## config.mk

```make
export PLATFORM = sky130hd
export DESIGN_NAME = column_run_segmenter
export DESIGN_NICKNAME = d
export VERILOG_FILES = /design/src/design/crs_pkg.sv /design/src/design/column_run_segmenter.sv /design/src/design/crs_in_reg.sv /design/src/design/crs_core.sv /design/src/design/crs_out_reg.sv
export SDC_FILE = /design/constraint.sdc
export NUM_CORES = 1
export LEC_CHECK = 0
export ABC_CLOCK_PERIOD_IN_PS = 4300
export BUFFER_PORTS_ARGS = -buffer_cell sky130_fd_sc_hd__buf_2
export CORE_ASPECT_RATIO = 2
export CORE_MARGIN = 3
export CORE_UTILIZATION = 45
export DETAILED_ROUTE_END_ITERATION = 8
export GPL_ROUTABILITY_DRIVEN = 0
export PLACE_DENSITY = 0.66
export SLEW_MARGIN = 10
export SYNTH_ARGS = -nofsm -noshare
export SYNTH_HDL_FRONTEND = slang
export SYNTH_SLANG_ARGS = --single-unit
```

## constraint.sdc

```tcl
create_clock -name clk -period 4.3 [get_ports clk]
set_input_delay 0.86 -clock clk [delete_from_list [all_inputs] [get_ports clk]]
set_output_delay 0.86 -clock clk [all_outputs]
set_load 0.02 [all_outputs]
```

## src/design/crs_pkg.sv

```systemverilog
// ----------------------------------------------------------------------------
// Column run segmenter package
// Word types, register indexes, widths and reset values shared by the block.
// ----------------------------------------------------------------------------
`default_nettype none

package crs_pkg;

  localparam int COUNT_BITS          = 8;
  localparam int THRESH_BITS         = 8;
  localparam int SEG_BITS            = 11;
  localparam int CFG_INDEX_BITS      = 2;
  localparam int CFG_DATA_BITS       = 11;
  localparam int MAX_COLUMNS_DEFAULT = 2048;

  localparam logic [CFG_INDEX_BITS-1:0] CFG_GREEN_THRESHOLD = 2'd0;
  localparam logic [CFG_INDEX_BITS-1:0] CFG_MAX_ROW_GAP     = 2'd1;
  localparam logic [CFG_INDEX_BITS-1:0] CFG_MIN_ROW_WIDTH   = 2'd2;

  localparam logic [THRESH_BITS-1:0] RESET_THRESHOLD = 8'd10;
  localparam logic [SEG_BITS-1:0]    RESET_GAP       = 11'd50;
  localparam logic [SEG_BITS-1:0]    RESET_MIN_WIDTH = 11'd20;

  typedef struct packed {
    logic [COUNT_BITS-1:0] green_count;
    logic                  last_column;
  } crs_column_t;

  typedef struct packed {
    logic [SEG_BITS-1:0] seg_start;
    logic [SEG_BITS-1:0] seg_end;
    logic                seg_valid;
    logic                section_done;
  } crs_result_t;

  typedef struct packed {
    logic [THRESH_BITS-1:0] green_threshold;
    logic [SEG_BITS-1:0]    max_row_gap;
    logic [SEG_BITS-1:0]    min_row_width;
  } crs_cfg_t;

endpackage

`default_nettype wire

```

## src/design/column_run_segmenter.sv

```systemverilog
// ----------------------------------------------------------------------------
// Column run segmenter
// Turns per-column green counts into merged column segments for a section.
// ----------------------------------------------------------------------------
// One word on the column channel carries a column's green count and a mark
// on the last column of the section. A word on the result channel carries a
// finished segment, a section end, or both. Columns that release no held
// segment give no result word; the last column always gives exactly one.
// A column word is taken into an input register, and its result is loaded
// from there into the output register as soon as that register is free or
// being read. One column is taken every cycle, limited only by the output
// register when the receiver stalls.
// While the result register is full and stalled, the input register holds
// the waiting column and col_stall rises; nothing is lost or repeated.
// Reset clears both registers, the run state and the column counter, and
// loads the threshold, gap and width registers with their default values.
// Registers are written through cfg_we, cfg_index and cfg_data; the user must
// write them only while the block is idle, which the block does not enforce.
// ----------------------------------------------------------------------------
`default_nettype none

module column_run_segmenter
  import crs_pkg::*;
#(
  parameter int MAX_COLUMNS = MAX_COLUMNS_DEFAULT
) (
  input  wire logic                      clk,
  input  wire logic                      rst,
  input  wire logic                      col_valid,
  output      logic                      col_stall,
  input  wire crs_column_t               col,
  output      logic                      res_valid,
  input  wire logic                      res_stall,
  output      crs_result_t               res,
  input  wire logic                      cfg_we,
  input  wire logic [CFG_INDEX_BITS-1:0] cfg_index,
  input  wire logic [CFG_DATA_BITS-1:0]  cfg_data
);

  crs_cfg_t    cfg;
  crs_column_t item;
  crs_result_t res_next;
  logic        drain;
  logic        step;
  logic        res_present;

  always_ff @(posedge clk) begin
    if (rst) begin
      cfg.green_threshold <= RESET_THRESHOLD;
      cfg.max_row_gap     <= RESET_GAP;
      cfg.min_row_width   <= RESET_MIN_WIDTH;
    end else if (cfg_we) begin
      case (cfg_index)
        CFG_GREEN_THRESHOLD: cfg.green_threshold <= THRESH_BITS'(cfg_data);
        CFG_MAX_ROW_GAP:     cfg.max_row_gap     <= SEG_BITS'(cfg_data);
        CFG_MIN_ROW_WIDTH:   cfg.min_row_width   <= SEG_BITS'(cfg_data);
        default: begin
        end
      endcase
    end
  end

  crs_in_reg u_in_reg (
    .clk       (clk),
    .rst       (rst),
    .col_valid (col_valid),
    .col_stall (col_stall),
    .col       (col),
    .drain     (drain),
    .step      (step),
    .item      (item)
  );

  crs_core #(
    .MAX_COLUMNS (MAX_COLUMNS)
  ) u_core (
    .clk         (clk),
    .rst         (rst),
    .cfg         (cfg),
    .step        (step),
    .item        (item),
    .res_present (res_present),
    .res_next    (res_next)
  );

  crs_out_reg u_out_reg (
    .clk         (clk),
    .rst         (rst),
    .step        (step),
    .res_present (res_present),
    .res_next    (res_next),
    .drain       (drain),
    .res_valid   (res_valid),
    .res_stall   (res_stall),
    .res         (res)
  );

endmodule

`default_nettype wire

```

## src/design/crs_in_reg.sv

```systemverilog
// ----------------------------------------------------------------------------
// Column input register
// Holds one accepted column word and releases it when the core steps.
// ----------------------------------------------------------------------------
`default_nettype none

module crs_in_reg
  import crs_pkg::*;
(
  input  wire logic        clk,
  input  wire logic        rst,
  input  wire logic        col_valid,
  output      logic        col_stall,
  input  wire crs_column_t col,
  input  wire logic        drain,
  output      logic        step,
  output      crs_column_t item
);

  logic held;

  assign step      = held && drain;
  assign col_stall = held && !drain;

  always_ff @(posedge clk) begin
    if (rst) begin
      held <= 1'b0;
    end else if (col_valid && !col_stall) begin
      held <= 1'b1;
    end else if (step) begin
      held <= 1'b0;
    end
  end

  always_ff @(posedge clk) begin
    if (col_valid && !col_stall) begin
      item <= col;
    end
  end

endmodule

`default_nettype wire

```

## src/design/crs_core.sv

```systemverilog
// ----------------------------------------------------------------------------
// Column run segmenter core
// Run state, gap merge and the decision on the result of each column.
// ----------------------------------------------------------------------------
`default_nettype none

module crs_core
  import crs_pkg::*;
#(
  parameter int MAX_COLUMNS = MAX_COLUMNS_DEFAULT
) (
  input  wire logic        clk,
  input  wire logic        rst,
  input  wire crs_cfg_t    cfg,
  input  wire logic        step,
  input  wire crs_column_t item,
  output      logic        res_present,
  output      crs_result_t res_next
);

  localparam int COL_BITS  = $clog2(MAX_COLUMNS);
  localparam int DIFF_BITS = (COL_BITS > SEG_BITS) ? COL_BITS : SEG_BITS;
  localparam logic [COL_BITS-1:0] LAST_INDEX = COL_BITS'(MAX_COLUMNS - 1);

  logic [COL_BITS-1:0]  column_index, column_index_next;
  logic                 run_open, run_open_next;
  logic [COL_BITS-1:0]  run_begin, run_begin_next;
  logic                 held_valid, held_valid_next;
  logic [COL_BITS-1:0]  held_begin, held_begin_next;
  logic [COL_BITS-1:0]  held_finish, held_finish_next;
  logic                 col_on;
  logic                 emit_stale;
  logic [DIFF_BITS-1:0] gap_diff;
  logic [DIFF_BITS-1:0] width_diff;

  always_comb begin
    col_on     = item.green_count >= cfg.green_threshold;
    gap_diff   = DIFF_BITS'(column_index) - DIFF_BITS'(held_finish);
    width_diff = DIFF_BITS'(column_index) - DIFF_BITS'(run_begin);
    emit_stale = !run_open && held_valid && (gap_diff > DIFF_BITS'(cfg.max_row_gap));

    column_index_next = column_index;
    run_open_next     = run_open;
    run_begin_next    = run_begin;
    held_valid_next   = held_valid && !emit_stale;
    held_begin_next   = held_begin;
    held_finish_next  = held_finish;

    if (col_on) begin
      if (!run_open) begin
        if (held_valid_next) begin
          run_begin_next  = held_begin;
          held_valid_next = 1'b0;
        end else begin
          run_begin_next = column_index;
        end
        run_open_next = 1'b1;
      end
    end else if (run_open && (width_diff > DIFF_BITS'(cfg.min_row_width))) begin
      held_valid_next  = 1'b1;
      held_begin_next  = run_begin;
      held_finish_next = column_index;
      run_open_next    = 1'b0;
    end

    res_next.seg_start    = SEG_BITS'(held_begin);
    res_next.seg_end      = SEG_BITS'(held_finish);
    res_next.seg_valid    = emit_stale;
    res_next.section_done = item.last_column;
    res_present           = emit_stale;

    if (item.last_column) begin
      if (!emit_stale) begin
        res_next.seg_valid = held_valid_next;
        res_next.seg_start = held_valid_next ? SEG_BITS'(held_begin_next) : '0;
        res_next.seg_end   = held_valid_next ? SEG_BITS'(held_finish_next) : '0;
      end
      res_present       = 1'b1;
      column_index_next = '0;
      run_open_next     = 1'b0;
      held_valid_next   = 1'b0;
    end else if (column_index < LAST_INDEX) begin
      column_index_next = column_index + 1'b1;
    end
  end

  always_ff @(posedge clk) begin
    if (rst) begin
      column_index <= '0;
      run_open     <= 1'b0;
      run_begin    <= '0;
      held_valid   <= 1'b0;
      held_begin   <= '0;
      held_finish  <= '0;
    end else if (step) begin
      column_index <= column_index_next;
      run_open     <= run_open_next;
      run_begin    <= run_begin_next;
      held_valid   <= held_valid_next;
      held_begin   <= held_begin_next;
      held_finish  <= held_finish_next;
    end
  end

endmodule

`default_nettype wire

```

## src/design/crs_out_reg.sv

```systemverilog
// ----------------------------------------------------------------------------
// Segment result register
// Holds one result word until the receiver takes it.
// ----------------------------------------------------------------------------
`default_nettype none

module crs_out_reg
  import crs_pkg::*;
(
  input  wire logic        clk,
  input  wire logic        rst,
  input  wire logic        step,
  input  wire logic        res_present,
  input  wire crs_result_t res_next,
  output      logic        drain,
  output      logic        res_valid,
  input  wire logic        res_stall,
  output      crs_result_t res
);

  logic load;

  assign drain = !res_valid || !res_stall;
  assign load  = step && res_present;

  always_ff @(posedge clk) begin
    if (rst) begin
      res_valid <= 1'b0;
    end else if (load) begin
      res_valid <= 1'b1;
    end else if (!res_stall) begin
      res_valid <= 1'b0;
    end
  end

  always_ff @(posedge clk) begin
    if (load) begin
      res <= res_next;
    end
  end

endmodule

`default_nettype wire

```

==> run summary <==
most common cell after layout, fill and taps aside: dfxtp_1
CTS Hold Bufs: 0
syn nets: 691
crit end category: flop
I/O Buffers: 52
DRT Wirelength: 15960 µm
Final ANT Viol Nets: 0
Synth Area per Inst: 9.610 µm²
P&R area growth vs syn: 22.69%
Final period util: 99.44%
initial drt markers: 248
prevailing post-synth register cell: dfxtp_1
final hold vios: 0
nets@finish: 781
clk slew on worst S/H paths: 0.08 ns
CTS tree: built
vias in the first global route: 4951
CP Data Required Time: 4.55 ns
Finish-stage setup viols: 0
Fmax: 0.2339 GHz
Post-Synth Adder-Cell Area: 11.55%
design area: 0.007204 mm²
Synth Area in Compound Gates: 15.60%
clk root buf: clkbuf_16
largest net degree at the start of global routing: 37
share of cells above drive strength 1: 21.95%
Die Height: 167.5 µm
io pins: 53
YS warnings: 0
hold_ws: 0.4565 ns
DP Area: 0.006447 mm²
Seq cells post-synth: 111
Worst Reg-to-Reg Cells: 22
Relative slew margins: 46.56%
Core Box Area: 0.01270 mm²
RSZ-0062 raised after global routing: yes
Max clock buf depth: 2
ANT cells: 0
critical path type: reg2reg
most frequent cells in the layout: dfxtp_1 (76), nor2_1 (72), inv_1 (55)
antenna violations before repair: 0
Tmin final: 4.276 ns
CP startpoint kind: flop
CP Data Arrival Time: 4.52 ns
WL/cell: 18.65 µm
maxcap violations: 0
Final Worst Setup Slack: 0.02400 ns
mux contribution to synthesized area: 5.796%
TritonRoute pass-1 iters: 5
H-Tree Level Count: 3
post-synthesis xor/xnor area fraction: 4.027%
r2r setup slk: 0.02 ns
Critical Path Sink: u_core.run_begin[9]
Synth async-reset ratio: 0%
Post-Synth Simple-Gate Area: 13.91%
maximum VDD drop: 0.2719 mV
number of CTS-inserted buffers: 9
# rows: 58
Clock Sinks: 111
Chip Width: 86.78 µm
number of synthesized flops with an enable pin: 33
HP Class: reg2reg
Final Core Density: 56.73%
crit path from: u_core.column_index[0]
register area share after synthesis: 43.47%
Cells after Synth: 611
first-pass GRT wire length: 24430 µm
reg2reg start: u_core.column_index[0]
# DRC: 0
Leakage: 2.872 nW
Initial Util: 46.24%
Skew-Pair Late Insertion Delay: 0.35 ns
final worst clock skew: 0.007624 ns
Netlist Area Pre-Place: 0.005872 mm²
status: completed
Global Route Usage Sum: 21.79%
reg-to-reg critical path endpoint: u_core.run_begin[9]
pre-CTS setup slack: -0.3464 ns
largest family of logic cells by synthesized area: compound AO/OA/AOI/OAI gates
hpwl dp: 10750 µm
slew at the pin with the worst max-slew slack: 0.8000 ns
CP max FO: 6
count of cell types in the netlist: 56
Via density: 5.603
die area: 0.01454 mm²
P per Cell Area: 319.6 mW/mm²
Final Max Slew Viols: 0
via count: 4796
total grt overflow: 0
==> worst max-delay path: stages (launching register included) <==
cell and delay [ns]:
dfxtp_2 0.32, inv_2 0.08, ha_4 0.13, inv_2 0.04
fa_2 0.33, a21o_1 0.17, a21oi_2 0.18, o21ai_2 0.07
or4_4 0.48, a31o_1 0.20, a21oi_2 0.13, xnor2_1 0.09
ha_1 0.31, nand4_1 0.19, buf_4 0.22, nor2_4 0.12
a21oi_4 0.08, a31o_4 0.27, buf_6 0.13, nand2_8 0.09
buf_8 0.16, mux2i_1 0.09, a211oi_1 0.29
==> state kept, by name, summed over array words and instances, names as in the netlist, 9 cells and up <==
name	cells
u_core.column_index	11
u_core.held_finish	11
u_core.run_begin	11
u_core.held_begin	11
u_out_reg.res	24
cfg	30
u_in_reg.item	9
==> power breakdown <==
part	internal, mW	switching [mW]	total (mW)
clock	0.403	0.398	0.800
combinational	0.163	0.216	0.378
sequential	1.11	0.0182	1.12
total	1.67	0.632	2.30
==> metrics by stage <==
step,power (mW),instances,TNS [ns]
3_5_place_dp,1.485,819,-7.201
6_report,2.302,856,0
3_3_place_gp,1.471,819,-4.941
4_1_cts,2.298,845,0
2_1_floorplan,1.381,611,0
5_1_grt,2.408,856,-6.257
==> synth_stat cells, types with 10 or more instances <==
| library cell | count | area (µm²) |
|---|---|---|
| dfxtp_1 | 78 | 1562 |
| nor2_1 | 74 | 277.8 |
| inv_1 | 57 | 214.0 |
| nand2_1 | 53 | 198.9 |
| ha_1 | 51 | 638.1 |
| a21oi_1 | 39 | 195.2 |
| mux2i_1 | 34 | 340.3 |
| edfxtp_1 | 33 | 991.0 |
| a22o_1 | 22 | 192.7 |
| xnor2_1 | 20 | 175.2 |
| a211oi_1 | 13 | 97.59 |
| clkbuf_1 | 13 | 48.80 |
| o21ai_0 | 10 | 50.05 |
==> cell families (layout without fill, tap and decap cells) <==
| logic type | after synthesis | after routing |
|---|---|---|
| AND/OR/NAND/NOR | 179 | 180 |
| AO/OA/AOI/OAI | 127 | 130 |
| flip-flops | 111 | 111 |
| buffers and inverters | 80 | 171 |
| adder cells (fa/ha/maj) | 53 | 53 |
| multiplexers | 34 | 34 |
| XOR/XNOR | 27 | 27 |
==> area by class of cell <==
type                            count  area, µm²
Inverter                           57      214.0
Timing Repair Buffer               98      749.5
Fill cell                        1098       5495
Sequential cell                   111       2555
Tap cell                          150      187.7
Clock inverter                      6      57.56
Multi-Input combinational cell    424       3212
Clock buffer                       10      229.0
==> worst min-delay path by stage <==
stage,start,end,cells after the start
2_1_floorplan,cfg[10],cfg[10],2
3_3_place_gp,cfg[1],cfg[1],2
3_5_place_dp,cfg[1],cfg[1],2
4_1_cts,cfg[6],cfg[6],2
5_1_grt,cfg[6],cfg[6],2
6_report,cfg[3],cfg[3],2
==> metal layers <==
layer,vias up,global-route usage [%],wire [µm]
met2,165,40.36,8391
met4,0,13.50,1274
met1,2225,21.63,5630
met3,69,3.594,664
met5,-,0,0
li1,2337,-,-
==> repair_timing <==
action,in CTS,in global routing
gates resized for setup,24,23
pin swaps,17,25
setup endpoints to repair,22,81
hold endpoints to repair,0,0
setup buffers,5,8
cloned,5,4
Note: power is estimated with default switching activity, not from simulation.
